**src/hdl/i4i8bsd_pkg.sv**
```systemverilog
// Shared types, widths and sequencer states for the int4 x int8 block-scaled dot product.
// No dependencies; every other file of the block imports this package.
package i4i8bsd_pkg;

    // Number of lanes that one beat carries at most
    localparam int LANES_DEF = 8;

    // Field and datapath widths
    localparam int BYTE_W   = 8;
    localparam int WORD_W   = 64;
    localparam int SC_W     = 24;                  // unsigned Q8.16 scale
    localparam int FRAC_W   = 16;
    localparam int SCALE_W  = 2 * SC_W - FRAC_W;    // product cut to Q16.16
    localparam int PROD_W   = 12;                  // 4-bit weight times 8-bit activation
    localparam int GSUM_W   = 20;
    localparam int TERM_W   = GSUM_W + SCALE_W + 1;
    localparam int ACC_W    = 48;
    localparam int ASUM_W   = TERM_W + 1;
    localparam int IN_DATA_W  = 3 * WORD_W + 4 * SC_W;
    localparam int OUT_DATA_W = ACC_W;

    // Sequencer states
    typedef enum logic [2:0] {
        S_IDLE,
        S_MERGE,
        S_GSUM,
        S_TERM,
        S_ACC_LO,
        S_ACC_HI,
        S_EMIT
    } dot_state_t;

    // Per-cycle enables that the sequencer hands to the datapath
    typedef struct packed {
        logic take;
        logic merge_en;
        logic gsum_en;
        logic term_en;
        logic acc_lo_en;
        logic acc_hi_en;
        logic emit_en;
    } dot_ctrl_t;

endpackage

```
**src/hdl/i4i8bsd_lane.sv**
```systemverilog
// One lane: signed products of a packed weight byte's two nibbles with their activations.
// Depends on i4i8bsd_pkg for the product width.
module i4i8bsd_lane (
    input  logic                                  clk,
    input  logic                                  en,
    input  logic [i4i8bsd_pkg::BYTE_W-1:0]        weight_byte,
    input  logic [i4i8bsd_pkg::BYTE_W-1:0]        act_lo,
    input  logic [i4i8bsd_pkg::BYTE_W-1:0]        act_hi,
    output logic signed [i4i8bsd_pkg::PROD_W-1:0] prod_lo,
    output logic signed [i4i8bsd_pkg::PROD_W-1:0] prod_hi
);
    import i4i8bsd_pkg::*;

    logic signed [3:0]        w_lo;
    logic signed [3:0]        w_hi;
    logic signed [PROD_W-1:0] prod_lo_reg;
    logic signed [PROD_W-1:0] prod_hi_reg;

    // Remove the offset of 8: flipping the nibble's top bit gives nibble - 8
    assign w_lo = {~weight_byte[3], weight_byte[2:0]};
    assign w_hi = {~weight_byte[7], weight_byte[6:4]};

    // Capture both products on the accepted beat
    always_ff @(posedge clk)
    begin
        if (en)
        begin
            prod_lo_reg <= PROD_W'(w_lo) * PROD_W'($signed(act_lo));
            prod_hi_reg <= PROD_W'(w_hi) * PROD_W'($signed(act_hi));
        end
    end

    assign prod_lo = prod_lo_reg;
    assign prod_hi = prod_hi_reg;

endmodule

```
**config.mk**
```make
export PLATFORM = sky130hd
export DESIGN_NAME = i4i8bsd_lane
export DESIGN_NICKNAME = d
export VERILOG_FILES = /design/src/hdl/i4i8bsd_pkg.sv /design/src/hdl/i4i8bsd_lane.sv
export SDC_FILE = /design/constraint.sdc
export NUM_CORES = 1
export LEC_CHECK = 0
export ABC_AREA = 1
export BUFFER_PORTS_ARGS = -buffer_cell sky130_fd_sc_hd__buf_2
export CELL_PAD_IN_SITES_DETAIL_PLACEMENT = 1
export CELL_PAD_IN_SITES_GLOBAL_PLACEMENT = 1
export CORE_UTILIZATION = 43
export DETAILED_ROUTE_END_ITERATION = 10
export GPL_TIMING_DRIVEN = 0
export PLACE_DENSITY = 0.82
export SLEW_MARGIN = 15
export SYNTH_ARGS = -nofsm -noshare
export SYNTH_HDL_FRONTEND = slang
export SYNTH_SLANG_ARGS = --single-unit
```
**constraint.sdc**
```tcl
create_clock -name clk -period 4.7 [get_ports clk]
set_clock_uncertainty 0.1 [all_clocks]
set_input_delay 0.94 -clock clk [delete_from_list [all_inputs] [get_ports clk]]
set_output_delay 0.94 -clock clk [all_outputs]
set_load 0.01 [all_outputs]
```
# Yosys cells after proc, flatten, opt, wreduce, memory -nomap -nowiden
# Index checks and enable logic that the tools add are counted.
[classes]
multipliers = 2
n_bitwise = 2
[ops]
columns = ["operator", "count"]
rows = [
  ["$mul A4 B8 Y12", 2],
  ["$not A1 Y1", 2],
]
[totals]
ff_bits = 24
input_bits = 26
elab_cells = 6

# Longest topological paths before layout
[depth]
depth_word = 2
ltp_mapped = 19

# Worst setup path before layout
# No wires, ideal clock.
[synth_path]
path_kind = "input-to-reg"
start = "input weight_byte[7] (netlist name)"
end = "register prod_hi_reg[11] (netlist: prod_hi[11]), data pin"
setup_ns = 0.252
arrival_ns = 3.818
required_ns = 4.348
setup_slack_ns = 0.529
cell_stages = 16
path_buffers = 0
cell_sequence = "or2_2 fa_1 fa_1 fa_1 inv_1 ha_1 inv_1 fa_1 inv_1 nand3_1 nand2_1 nand2_1 nand2_1 inv_1 nand2_1 nand2_1"
[synth_via]
elab_chain_cells = 2
[synth_rtl]
columns = ["element", "line", "rtl"]
rows = [
  ["from (decl)", "i4i8bsd_lane.sv:6", "input logic [i4i8bsd_pkg::BYTE_W-1:0] weight_byte,"],
  ["$not A1 Y1", "i4i8bsd_lane.sv:21", "assign w_hi = {~weight_byte[7], weight_byte[6:4]};"],
  ["$mul A4 B8 Y12", "i4i8bsd_lane.sv:29", "prod_hi_reg <= PROD_W'(w_hi) * PROD_W'($signed(act_hi));"],
  ["to (signal assigned)", "i4i8bsd_lane.sv:29", ""],
  ["to (decl)", "i4i8bsd_lane.sv:17", "logic signed [PROD_W-1:0] prod_hi_reg;"],
]
# Every way passes these cells.
# A chain may end at the register's enable or synchronous reset.

# Worst setup path after layout
# Same ends and word-level chain as after synthesis.

==> flow_metrics.tcl <==
set metrics [dict create \
    power_leakage_nw 2.118 \
    grt_max_degree 25 \
    drc 0 \
    post-route-period-util 0.9169 \
    power_density_nw_per_um2 323.7 \
    vias 2450 \
    grt_overflow 0 \
    slowest_stage "fa_1" \
    gp_congestion 0.7748 \
    synthFlopType "edfxtp_1" \
    hp-class "input pin to flip-flop" \
    max_freq_mhz 232.1 \
    cts_tree "yes" \
    nNetsFinal 519 \
    yosysMostFrequentCell "nand2_1" \
    tightest_slew_ns 0.5311 \
    ir_worst_vdd_mv 0.1979 \
    postCtsSetupBuffers 0 \
    viasPerCell 4.767 \
    antenna_left 0 \
    synthTopCellsByCount "105 x nand2_1, 97 x inv_1, 39 x ha_1, 35 x fa_1, 24 x edfxtp_1" \
    criticalPathCategory "input pin to flip-flop" \
    clockBufferDepth 2 \
    cp.required_ns 4.64 \
    wl_per_cell_um 12.72 \
    start_kind "input pin" \
    finalSetupViolCount 0 \
    ys_ff_latch 24 \
    grt_pass1_wl_um 11180 \
    period_needed_ns 4.309 \
    synth_cell_types 23 \
    synth_area_leaders "edfxtp_1 24%, fa_1 23%, ha_1 16%" \
    tns_ns 0 \
    cp_cell_sequence "buf_2 -> or2_2 -> fa_1 -> fa_1 -> fa_1 -> inv_1 -> ha_1 -> inv_1 -> fa_1 -> inv_1 -> nand3_1 -> nand2_1 -> nand2_1 -> nand2_1 -> inv_1 -> nand2_1 -> nand2_1" \
    total_power_mw 1.124 \
    cts_max_level 1 \
    syn-cell-area_sq_um 3067 \
    hpwl_um 5422 \
    ctsHoldBuffers 0 \
    port_buffers 43 \
    grt_pass1_vias 2558 \
    wirelength_um 6540 \
    dieWidth_um 86.45 \
    die_area_sq_um 7474 \
    post-route-util 0.5084 \
    cts_made_buffers 3 \
    core_sq_um 6832 \
    track_usage 0.1882 \
    syn_avg_cell_area_sq_um 8.266 \
    synth_cells 371 \
    cp-end-kind "flip-flop" \
    start_util 0.4489 \
    register_area_sq_um 720.7 \
    synth-seq-area-share 0.2350 \
    n_fill_cell 877 \
    multi_input_area_sq_um 1948 \
    area_growth_pct 13.26 \
    cp_max_fo 9 \
    die_h_um 86.45 \
    num_rows 30 \
    drtIter0Drc 72 \
    clkSlewWorstSetupHoldPaths_ns 0.09 \
    io_pins 50 \
    maxSlewHeadroom 0.6459 \
    yosys_warnings 0 \
    slew_viol_final 0 \
    synth-edff-count 24 \
    synthArstFlopShare 0 \
    cp_common_cell "nand2_1" \
    cts_root_buf "clkbuf_8" \
    cts.sinks 24 \
    drive_above_1_share 0.1388 \
    rsz0062_at_grt "no" \
    cap_viol_max_count 0 \
    synth_fp_nets 471 \
    fin_ws_ns 0.3907 \
    synth.largest_area_cell "edfxtp_1" \
    grt_antenna_before_repair 0 \
    place_ws_ns 0.08833 \
    status "finished, final reports clean" \
    dr.pass1.iters 4 \
    diodes 0 \
    max_stage_delay_ns 0.52 \
    hold_viol 0 \
    ctsResizeCount 0 \
    netlist.area_leader.share 0.2350 \
    arrival_ns 4.25 \
]
## where the power goes
group          total, mW  switching, mW  internal, mW
sequential         0.339         0.0152         0.323
combinational      0.604          0.369         0.235
clock              0.182         0.0682         0.114
total               1.12          0.452         0.672
## critical path, delay by kind of cell
family | cells | cell delay, ns
adder cells (fa/ha/maj) | 5 | 2.09
AND/OR/NAND/NOR | 7 | 0.79
buffers and inverters | 5 | 0.41
## cell type report
type,count,share of cell area
plain buffers,6,0.008646
clock buffers,3,0.01189
clock inverters,1,0.008646
inverters,98,0.1059
multi-input cells,243,0.5609
flip-flops and latches,24,0.2075
well taps,96,0.03458
repair buffers,43,0.06196
## through the flow
| step | hold WS [ns] | instances | cell area (sq um) |
|---|---|---|---|
| floorplan | 0.9525 | 371 | 3067 |
| global placement | 1.146 | 510 | 3402 |
| detailed placement | 1.150 | 510 | 3402 |
| CTS | 0.8723 | 514 | 3473 |
| global route | 0.8868 | 514 | 3473 |
| finish | 0.8736 | 514 | 3473 |
## logic make-up after synthesis
kind of cell	share of synthesized area
flip-flops	0.2350
AND/OR/NAND/NOR	0.1983
AO/OA/AOI/OAI	0.02366
XOR/XNOR	0.02571
adder cells (fa/ha/maj)	0.3876
buffers and inverters	0.1297
## final timing paths
| kind | startpoint | end | cells after the start |
|---|---|---|---|
| setup / recovery | weight_byte[7] | prod_hi[11] | 17 |
| hold / removal | act_lo[0] | prod_lo[0] | 3 |
## per-layer routing
metal | up-vias | wire (um) | track usage
met5 | - | 0 | 0
met4 | 0 | 76 | 0.02879
met2 | 37 | 3397 | 0.3528
met1 | 1197 | 2867 | 0.2320
li1 | 1208 | - | -
met3 | 8 | 200 | 0.02857
## cells in the final DEF (no fill, tap or decap), types with 2 or more instances in the layout
cell type	instances
a21oi_1	9
buf_2	43
buf_4	2
clkbuf_1	4
clkbuf_8	3
edfxtp_1	24
fa_1	35
ha_1	39
inv_1	97
nand2_1	105
nand2_2	2
nand3_1	16
nand4_1	2
nor2_1	15
or2_2	4
xor2_1	8
Power figures use the tool's default switching activity.
