## src/hdl/i4i8bsd_pkg.sv

```systemverilog
// Shared types, widths and sequencer states for the int4 x int8 block-scaled dot product.
// No dependencies; every other file of the block imports this package.
package i4i8bsd_pkg;

    // Number of lanes that one beat carries at most
    localparam int LANES_DEF = 8;

    // Field and datapath widths
    localparam int BYTE_W   = 8;
    localparam int WORD_W   = 64;
    localparam int SC_W     = 24;                  // unsigned Q8.16 scale
    localparam int FRAC_W   = 16;
    localparam int SCALE_W  = 2 * SC_W - FRAC_W;    // product cut to Q16.16
    localparam int PROD_W   = 12;                  // 4-bit weight times 8-bit activation
    localparam int GSUM_W   = 20;
    localparam int TERM_W   = GSUM_W + SCALE_W + 1;
    localparam int ACC_W    = 48;
    localparam int ASUM_W   = TERM_W + 1;
    localparam int IN_DATA_W  = 3 * WORD_W + 4 * SC_W;
    localparam int OUT_DATA_W = ACC_W;

    // Sequencer states
    typedef enum logic [2:0] {
        S_IDLE,
        S_MERGE,
        S_GSUM,
        S_TERM,
        S_ACC_LO,
        S_ACC_HI,
        S_EMIT
    } dot_state_t;

    // Per-cycle enables that the sequencer hands to the datapath
    typedef struct packed {
        logic take;
        logic merge_en;
        logic gsum_en;
        logic term_en;
        logic acc_lo_en;
        logic acc_hi_en;
        logic emit_en;
    } dot_ctrl_t;

endpackage

```

## src/hdl/i4i8bsd_merge.sv

```systemverilog
// Merge stage: adds the lane products into one low-nibble and one high-nibble part sum.
// Depends on i4i8bsd_pkg; fed by the i4i8bsd_lane instances.
module i4i8bsd_merge #(
    parameter  int LANES  = i4i8bsd_pkg::LANES_DEF,
    localparam int PART_W = i4i8bsd_pkg::PROD_W + $clog2(LANES)
) (
    input  logic                                  clk,
    input  logic                                  en,
    input  logic signed [i4i8bsd_pkg::PROD_W-1:0] prod_lo [LANES],
    input  logic signed [i4i8bsd_pkg::PROD_W-1:0] prod_hi [LANES],
    output logic signed [PART_W-1:0]              part_lo,
    output logic signed [PART_W-1:0]              part_hi
);
    import i4i8bsd_pkg::*;

    logic signed [PART_W-1:0] sum_lo;
    logic signed [PART_W-1:0] sum_hi;
    logic signed [PART_W-1:0] part_lo_reg;
    logic signed [PART_W-1:0] part_hi_reg;

    // Add the lanes, sign-extended to the part width
    always_comb
    begin
        sum_lo = '0;
        sum_hi = '0;
        for (int i = 0; i < LANES; i++)
        begin
            sum_lo = sum_lo + PART_W'(prod_lo[i]);
            sum_hi = sum_hi + PART_W'(prod_hi[i]);
        end
    end

    // Hold the merged sums for the group-sum update
    always_ff @(posedge clk)
    begin
        if (en)
        begin
            part_lo_reg <= sum_lo;
            part_hi_reg <= sum_hi;
        end
    end

    assign part_lo = part_lo_reg;
    assign part_hi = part_hi_reg;

endmodule

```

## config.mk

```make
export PLATFORM = sky130hd
export DESIGN_NAME = i4i8bsd_merge
export DESIGN_NICKNAME = d
export VERILOG_FILES = /design/src/hdl/i4i8bsd_pkg.sv /design/src/hdl/i4i8bsd_merge.sv
export SDC_FILE = /design/constraint.sdc
export NUM_CORES = 1
export LEC_CHECK = 0
export ABC_AREA = 1
export BUFFER_PORTS_ARGS = -buffer_cell sky130_fd_sc_hd__buf_2
export CAP_MARGIN = 20
export CORE_MARGIN = 2
export CORE_UTILIZATION = 53
export CTS_BUF_LIST = sky130_fd_sc_hd__clkbuf_16
export DETAILED_ROUTE_END_ITERATION = 8
export HOLD_SLACK_MARGIN = 0.08
export PLACE_DENSITY_LB_ADDON = 0.05
export SYNTH_ARGS = -nofsm -noshare
export SYNTH_HDL_FRONTEND = slang
export SYNTH_SLANG_ARGS = --single-unit
```

## constraint.sdc

```tcl
create_clock -name clk -period 4.9 [get_ports clk]
set_input_delay 0.98 -clock clk [delete_from_list [all_inputs] [get_ports clk]]
set_output_delay 0.98 -clock clk [all_outputs]
set_load 0.005 [all_outputs]
```

# Word level (Yosys, flattened, before mapping)
# Cells that the tools add are included.
# totals
regBits,30
latch_bits,0
mem_bits_rw,0
mem_bits_ro,0
in_bits,194
out_inout_bits,30
wordCells,16
mem_count,0
# op_classes
n_addsub,14
mul,0
div_mod_pow,0
order_cmp,0
n_eq_ne,0
shifts,0
muxes,0
bitwise,0
n_reduce_logical,0
# op_table
op,count
15-bit by 12-bit adder with 15-bit output,8
14-bit by 12-bit adder with 15-bit output,2
13-bit by 12-bit adder with 14-bit output,2
12-bit by 12-bit adder with 13-bit output,2

# Longest topological paths before layout
# Gate-level depths: netlist (run 1).
# depth
word_depth,7
ltp_mapped,18
mapped_depth_nobuf,18

# Least setup slack after synthesis (run 1)
# OpenSTA, ideal clock, no wires.
# synth_timing
path_type,in2reg
startpoint,input port prod_hi[38] (netlist bit)
endpoint,register part_hi_reg[8] (netlist: part_hi[8]) (data pin)
setup_ns,0.258
arrival_ns,4.199
t_required_ns,4.642
slack_ns,0.443
stages,14
path_cell_list,inv_1 fa_1 inv_1 fa_1 fa_1 inv_1 fa_1 inv_1 ha_1 fa_1 nand3_1 nand3_2 a21oi_1 xnor2_1
# synth_between
elab_chain_len,4
# synth_lines
item,line_no,rtl
from (decl),i4i8bsd_merge.sv:10,"input logic signed [i4i8bsd_pkg::PROD_W-1:0] prod_hi [LANES],"
15-bit by 12-bit adder with 15-bit output (4 in series),i4i8bsd_merge.sv:29,sum_hi = sum_hi + PART_W'(prod_hi[i]);
via sum_hi[8],i4i8bsd_merge.sv:17,logic signed [PART_W-1:0] sum_hi;
to (signal assigned),i4i8bsd_merge.sv:39,part_hi_reg <= sum_hi;
to (decl),i4i8bsd_merge.sv:19,logic signed [PART_W-1:0] part_hi_reg;
# The timed path passes the listed nets, and every way through them passes these cells.
# A chain may end at the register's enable or synchronous reset.

# Worst setup path in the final report (run 1)
# Same ends and word-level chain as after synthesis.

==> results.py, run 1 <==
metrics = {
    "clocking": {
        "clockRootBuffer": "clkbuf_16",
        "cts_tree": "built",
        "cts_max_path_buffers": 2,
        "hold_buffers": 0,
        "clk_pin_slew_ns": 0.05,
        "numCtsBuffers": 5,
        "cts_resized": 0,
        "htreeDepth": 2,
        "clock_sinks": 30,
        "cts_setup_buffers": 0,
    },
    "power_and_ir_drop": {
        "ir_worst_vdd_v": 0.0002768,
        "leakage_nw": 4.989,
        "p_per_area_mw_per_mm2": 643.4,
    },
    "global_route": {
        "grt_max_degree": 31,
        "grt_pass1_wl_um": 20320,
        "antenna_found_initial": 0,
        "first_global_vias": 4989,
        "grt_util_all_layers": 0.1850,
        "grt_overflow": 0,
    },
    "die": {
        "start_util": 0.5455,
        "die_x_um": 115.4,
        "rows": 40,
        "boundaryPins": 224,
        "core_area_mm2": 0.01206,
        "die-area_mm2": 0.01332,
        "die_h_um": 115.4,
    },
    "sta": {
        "min_period_ns": 4.466,
        "finalCritPeriodShare": 0.9115,
        "maxSlewViolCount": 0,
        "relSlewSlack": 0.5292,
        "max_clock_freq_ghz": 0.2239,
        "rsz0062_at_grt": "no",
        "tightest_slew_ns": 0.7062,
        "fin_setup_tns_ns": 0,
        "hold_viol": 0,
        "setup_viol": 0,
    },
    "status": {
        "status": "complete, no violations",
    },
    "drt": {
        "vias_per_cell": 4.245,
        "routed_wl_um": 11270,
        "drt_iter0_markers": 186,
        "drc": 0,
        "vias": 4971,
        "drtPass1Iterations": 4,
        "ant_nets": 0,
        "routedWlPerCell_um": 9.622,
    },
    "cells_and_area": {
        "fillers": 1068,
        "regArea_um2": 900.9,
        "syn2layout_area_growth_pct": 22.08,
        "multiInputGateArea_mm2": 0.004328,
        "nNetsFinal": 1376,
        "antennaDiodeCount": 0,
        "drive_gt1_frac": 0.2363,
        "stdcell_count": 1171,
        "utilization": 0.6660,
    },
    "hold_path": {
        "hp-class": "primary input to flip-flop",
    },
    "logic_synthesis": {
        "synth.yosys.seq_area_share": 0.1369,
        "syn_area_per_cell_um2": 8.512,
        "synth_area_leader_cell": "fa_1",
        "syn-num-nets": 1147,
        "yosysTopAreaCellShare": 0.4564,
        "syn-instance-count": 773,
        "ys_types": 16,
        "ys_ff_latch": 30,
        "synth_area_mm2": 0.006580,
        "synth_warnings": 0,
        "yosys-top-cells-area": "fa_1, inv_1, edfxtp_1, nand2_1, ha_1",
    },
    "critical_path": {
        "end_kind": "flip-flop",
        "critical_path_arrival_ns": 4.49,
        "criticalPathCategory": "primary input to flip-flop",
        "cp.required_ns": 4.93,
        "critPathLaunchType": "primary input",
        "crit_fanout": 4,
    },
    "placed_design": {
        "port-buffer-count": 223,
        "dp.cells": 1163,
        "place_congestion": 0.8216,
        "hpwl_um": 10550,
    },
    "run": {
        "maxCapViolCount": 0,
    },
}
metal layers:
layer | up-vias | global-route usage | wire [um]
li1 | 2538 | - | -
met1 | 2281 | 0.2482 | 4764
met2 | 144 | 0.3220 | 5502
met3 | 8 | 0.04027 | 917
met4 | 0 | 0.02088 | 82
met5 | - | 0 | 0
synthesized netlist by cell type, drive strengths merged:
cell type,n
xnor2,4
nand4,7
nor2,16
nand3,27
buf,1
a21oi,15
edfxtp,30
inv,357
ha,30
nand2,124
xor2,11
fa,150
or2,1
cell families after synthesis:
group                    count (synthesis)  share of synthesized area
XOR/XNOR                                15                    0.01996
buffers and inverters                  358                     0.2054
adder cells (fa/ha/maj)                180                     0.5134
AND/OR/NAND/NOR                        175                     0.1130
AO/OA/AOI/OAI                           15                    0.01141
flip-flops                              30                     0.1369
stage by stage:
stage	cell area, um^2	power [mW]	hold WS, ns	worst slack [ns]
floorplan	6580	3.953	1.093	0.4429
global placement	7895	4.839	1.374	0.1751
detailed placement	7895	4.928	1.374	0.1465
CTS	8033	5.237	1.111	0.4187
global route	8033	5.944	1.143	0.2630
finish	8033	5.169	1.113	0.4336
power by group:
| group | internal [mW] | switching (mW) |
|---|---|---|
| Clock | 0.183 | 0.109 |
| Sequential | 0.645 | 0.0307 |
| Combinational | 1.70 | 2.50 |
| Total | 2.52 | 2.64 |
placed cells by master (no fill, tap or decap):
| cell type | synthesis | layout |
|---|---|---|
| nor2_1 | 15 | 15 |
| buf_2 | 0 | 223 |
| clkinv_1 | 0 | 1 |
| clkinv_2 | 0 | 1 |
| a21oi_1 | 15 | 15 |
| xnor2_1 | 4 | 4 |
| nand3_1 | 22 | 22 |
| clkbuf_16 | 0 | 5 |
| nand4_1 | 7 | 7 |
| ha_1 | 30 | 30 |
| nand3_2 | 5 | 5 |
| edfxtp_1 | 30 | 30 |
| nand2_2 | 2 | 2 |
| nor2_2 | 1 | 1 |
| fa_1 | 150 | 150 |
| xor2_1 | 11 | 11 |
| nand2_1 | 122 | 122 |
| or2_0 | 1 | 1 |
| inv_1 | 357 | 358 |
area by class of cell:
type                            instances  share of cell area
Timing Repair Buffer                  223              0.1389
Tap cell                              168             0.02617
Clock inverter                          3            0.001558
Sequential cell                        30              0.1121
Inverter                              357              0.1668
Clock buffer                            5             0.01558
Multi-Input combinational cell        385              0.5388
worst paths after layout:
check,startpoint,end,slack (ns),cells after the start
worst min-delay path,prod_lo[84],part_lo[0],1.11,3
worst max-delay path,prod_hi[38],part_hi[8],0.43,15
worst max-delay path, stage by stage:
cell     delay, ns
buf_2         0.08
inv_1         0.04
fa_1          0.52
inv_1         0.05
fa_1          0.50
fa_1          0.50
inv_1         0.05
fa_1          0.48
inv_1         0.04
ha_1          0.24
fa_1          0.53
nand3_1       0.13
nand3_2       0.10
a21oi_1       0.17
xnor2_1       0.08
No activity file was read; power rests on OpenSTA's default activity.
==> inputs of run 2 (changes only) <==
PLACE_DENSITY_LB_ADDON = 0.2   (was 0.05)
==> run 2 against run 1 <==
  * Design area about the same
  * Critical path type unchanged
  * Final cell count unchanged
  * Flip-flop and latch count unchanged
  * Power increased by 0.36%
  * Worst hold slack improved by 0.0042 ns
==> results.py, run 2 (same netlist as run 1, synthesis figures left out) <==
metrics = {
    "status": {
        "status": "complete, no violations",
    },
    "sta": {
        "finalCritPeriodShare": 0.9122,
        "relSlewSlack": 0.5498,
        "rsz0062_at_grt": "no",
        "setup_viol": 0,
        "tightest_slew_ns": 0.6753,
        "min_period_ns": 4.470,
        "hold_viol": 0,
        "fin_setup_tns_ns": 0,
        "maxSlewViolCount": 0,
        "max_clock_freq_ghz": 0.2237,
    },
    "global_route": {
        "antenna_found_initial": 0,
        "grt_util_all_layers": 0.1851,
        "grt_max_degree": 31,
        "grt_overflow": 0,
        "first_global_vias": 4886,
        "grt_pass1_wl_um": 20140,
    },
    "critical_path": {
        "criticalPathCategory": "primary input to flip-flop",
        "cp_slowest_cell": "fa_1",
        "cp_cell_sequence": "buf_2 > inv_1 > fa_1 > inv_1 > fa_1 > fa_1 > inv_1 > fa_1 > inv_1 > ha_1 > fa_1 > nand3_1 > nand3_2 > a21oi_1 > xnor2_1",
        "end_kind": "flip-flop",
        "crit_fanout": 4,
        "critPathLaunchType": "primary input",
        "path_buf_inv": 5,
        "cp_slowest_stage_delay_ns": 0.54,
        "cp.required_ns": 4.92,
        "critical_path_arrival_ns": 4.49,
        "critPathTopFamily": "adder cells",
        "cpMostUsedCell": "fa_1",
    },
    "run": {
        "maxCapViolCount": 0,
    },
    "clocking": {
        "clk_pin_slew_ns": 0.05,
        "cts_setup_buffers": 0,
        "clock_sinks": 30,
        "cts_tree": "built",
        "cts_resized": 0,
        "numCtsBuffers": 5,
        "clockRootBuffer": "clkbuf_16",
        "cts_max_path_buffers": 2,
        "hold_buffers": 0,
        "htreeDepth": 2,
    },
    "drt": {
        "vias": 4998,
        "drt_iter0_markers": 138,
        "routed_wl_um": 11450,
        "drc": 0,
        "routedWlPerCell_um": 9.781,
        "drtPass1Iterations": 4,
        "ant_nets": 0,
        "vias_per_cell": 4.268,
    },
    "die": {
        "die_h_um": 115.4,
        "core_area_mm2": 0.01206,
        "rows": 40,
        "start_util": 0.5455,
        "die-area_mm2": 0.01332,
        "boundaryPins": 224,
        "die_x_um": 115.4,
    },
    "power_and_ir_drop": {
        "total_power_mw": 5.187,
        "ir_worst_vdd_v": 0.0002769,
        "combinationalPowerShare": 0.814,
        "p_per_area_mw_per_mm2": 645.4,
        "swShare": 0.5127,
        "p_sw_mw": 2.660,
        "leakage_nw": 4.984,
        "power.clock.fraction": 0.056,
        "p_int_mw": 2.528,
        "p_seq_frac": 0.130,
    },
    "cells_and_area": {
        "utilization": 0.6663,
        "drive_gt1_frac": 0.2373,
        "mostFrequentLayoutCells": "inv_1, buf_2, fa_1, nand2_1",
        "syn2layout_area_growth_pct": 22.13,
        "antennaDiodeCount": 0,
        "nNetsFinal": 1376,
        "final_common_cell": "inv_1",
    },
    "placed_design": {
        "hpwl_um": 10850,
        "port-buffer-count": 223,
        "place_congestion": 0.8006,
    },
    "hold_path": {
        "hp-class": "primary input to flip-flop",
    },
}
==> run 2: changes by cell type in the layout (fill, tap and decap cells not counted), sizes merged <==
cell	delta
clkinvlp	+1
inv	-1
==> run 2: final cells by class <==
class	count	area, um^2
multi-input cells	385	4328
repair buffers	223	1116
well taps	168	210.2
clock inverters	3	16.27
inverters	357	1340
fillers	1063	4025
clock buffers	5	125.1
flip-flops and latches	30	900.9
==> run 2: tightest hold or removal path, stage by stage <==
cell and delay (ns):
buf_2 0.08, ha_1 0.11, ha_1 0.11
==> run 2: worst paths after layout <==
check,start,to,slack (ns),depth (start not counted)
worst min-delay path,prod_lo[84],part_lo[0],1.12,3
worst max-delay path,prod_hi[38],part_hi[8],0.43,15
==> run 2: power groups by stage <==
stage | logic [mW] | clock network, mW | registers [mW]
CTS | 4.28 | 0.298 | 0.677
finish | 4.22 | 0.292 | 0.675
floorplan | 3.25 | 0 | 0.701
detailed placement | 4.26 | 0 | 0.679
global placement | 4.17 | 0 | 0.673
global route | 4.98 | 0.309 | 0.691
==> run 2: metal layers <==
layer  vias up  track usage  routed length, um
met5         -            0                  0
met4         0      0.01606                 45
met3         4      0.04132                900
met2       137       0.3271               5747
met1      2310       0.2453               4759
li1       2547            -                  -
==> run 2: through the flow <==
step,instance area (um^2),worst slack (ns),std cells,hold WS (ns)
after floorplan,6580,0.4429,773,1.093
after global placement,7895,0.1905,1163,1.372
after detailed placement,7895,0.1262,1163,1.371
after CTS,8036,0.4094,1171,1.118
after global routing,8036,0.1982,1171,1.125
final,8036,0.4301,1171,1.118
==> inputs of run 3 (changes only) <==
SKIP_LAST_GASP = 1   (was not set)
clock period = 5 ns   (was 4.9 ns; I/O delays follow)
==> run 3 against run 2 <==
  * Via count up 0.54%
  * Sequential power shrank 2%
  * Critical path depth is the same
  * Combinational power down 2%
==> results.py, run 3 (same netlist as run 1, synthesis figures left out) <==
metrics = {
    "placed_design": {
        "place_congestion": 0.7995,
        "hpwl_um": 10750,
        "dp.cells": 1163,
        "pre_cts_ws_ns": 0.2254,
        "port-buffer-count": 223,
    },
    "power_and_ir_drop": {
        "leakage_nw": 4.984,
        "ir_worst_vdd_v": 0.0002603,
        "p_per_area_mw_per_mm2": 629.6,
    },
    "clocking": {
        "numCtsBuffers": 5,
        "cts_resized": 0,
        "hold_buffers": 0,
        "cts_max_path_buffers": 2,
        "cts_tree": "built",
        "clk_pin_slew_ns": 0.05,
        "htreeDepth": 2,
        "clockRootBuffer": "clkbuf_16",
        "cts_setup_buffers": 0,
        "clock_sinks": 30,
    },
    "drt": {
        "drc": 0,
        "drt_iter0_markers": 146,
        "vias": 5025,
        "drtPass1Iterations": 4,
        "ant_nets": 0,
        "routed_wl_um": 11330,
        "vias_per_cell": 4.291,
        "routedWlPerCell_um": 9.675,
    },
    "sta": {
        "min_period_ns": 4.483,
        "fin_ws_ns": 0.5168,
        "maxSlewViolCount": 0,
        "tightest_slew_ns": 0.6795,
        "rsz0062_at_grt": "no",
        "fin_setup_tns_ns": 0,
        "relSlewSlack": 0.5470,
        "setup_viol": 0,
        "finalCritPeriodShare": 0.8966,
        "hold_viol": 0,
        "max_clock_freq_ghz": 0.2231,
    },
    "critical_path": {
        "critical_path_arrival_ns": 4.50,
        "cp.required_ns": 5.01,
        "critPathLaunchType": "primary input",
        "criticalPathCategory": "primary input to flip-flop",
        "crit_fanout": 4,
        "end_kind": "flip-flop",
    },
    "cells_and_area": {
        "nNetsFinal": 1376,
        "drive_gt1_frac": 0.2373,
        "stdcell_count": 1171,
        "mostFrequentLayoutCells": "inv_1, buf_2, fa_1, nand2_1",
        "final_common_cell": "inv_1",
        "antennaDiodeCount": 0,
        "regArea_um2": 900.9,
        "syn2layout_area_growth_pct": 22.13,
        "multiInputGateArea_mm2": 0.004328,
        "fillers": 1046,
    },
    "global_route": {
        "first_global_vias": 4976,
        "antenna_found_initial": 0,
        "grt_util_all_layers": 0.1842,
        "grt_overflow": 0,
        "grt_max_degree": 31,
        "grt_pass1_wl_um": 20170,
    },
    "status": {
        "status": "complete, no violations",
    },
    "die": {
        "boundaryPins": 224,
        "die_x_um": 115.4,
        "die-area_mm2": 0.01332,
        "die_h_um": 115.4,
        "start_util": 0.5455,
        "rows": 40,
        "core_area_mm2": 0.01206,
    },
    "run": {
        "maxCapViolCount": 0,
    },
    "hold_path": {
        "hp-class": "primary input to flip-flop",
    },
}
## run 3: cell counts in the layout (fill, tap and decap cells not counted)
No cell type changed its count.
## run 3: path summary, 6_finish.rpt
path / to / cells after the start / from / slack, ns
hold / removal: part_lo[0] / 3 / prod_lo[84] / 1.14
setup / recovery: part_hi[8] / 15 / prod_hi[38] / 0.52
## run 3: power by group
group / internal (mW) / switching, mW
Combinational: 1.66 / 2.46
Sequential: 0.632 / 0.0274
Clock: 0.181 / 0.101
Total: 2.47 / 2.59
## run 3: layout make-up
class                   count  share of cell area
clock buffers               5             0.01557
multi-input cells         385              0.5385
well taps                 168             0.02616
inverters                 357              0.1667
flip-flops and latches     30              0.1121
repair buffers            223              0.1389
clock inverters             3            0.002024
## run 3: critical path: stages
cell and delay [ns]:
buf_2 0.07, inv_1 0.05, fa_1 0.54, inv_1 0.06, fa_1 0.49, fa_1 0.50
inv_1 0.05, fa_1 0.48, inv_1 0.04, ha_1 0.24, fa_1 0.51, nand3_1 0.11
nand3_2 0.09, a21oi_1 0.16, xnor2_1 0.09
## run 3: through the flow
stage	power, mW	hold slack (ns)	utilization	instance area [um^2]
after floorplan	3.874	1.113	-	6580
after global placement	4.741	1.392	0.6546	7895
after detailed placement	4.831	1.391	0.6546	7895
after CTS	5.134	1.143	0.6663	8036
after global routing	5.867	1.148	0.6663	8036
final	5.060	1.145	0.6663	8036
## run 3: routing by layer
layer / part of all wire / vias up / GRT usage
li1: - / 2545 / -
met1: 0.42 / 2345 / 0.2427
met2: 0.50 / 131 / 0.3279
met3: 0.075 / 4 / 0.04027
met4: 0.0052 / 0 / 0.01606
met5: 0 / - / 0
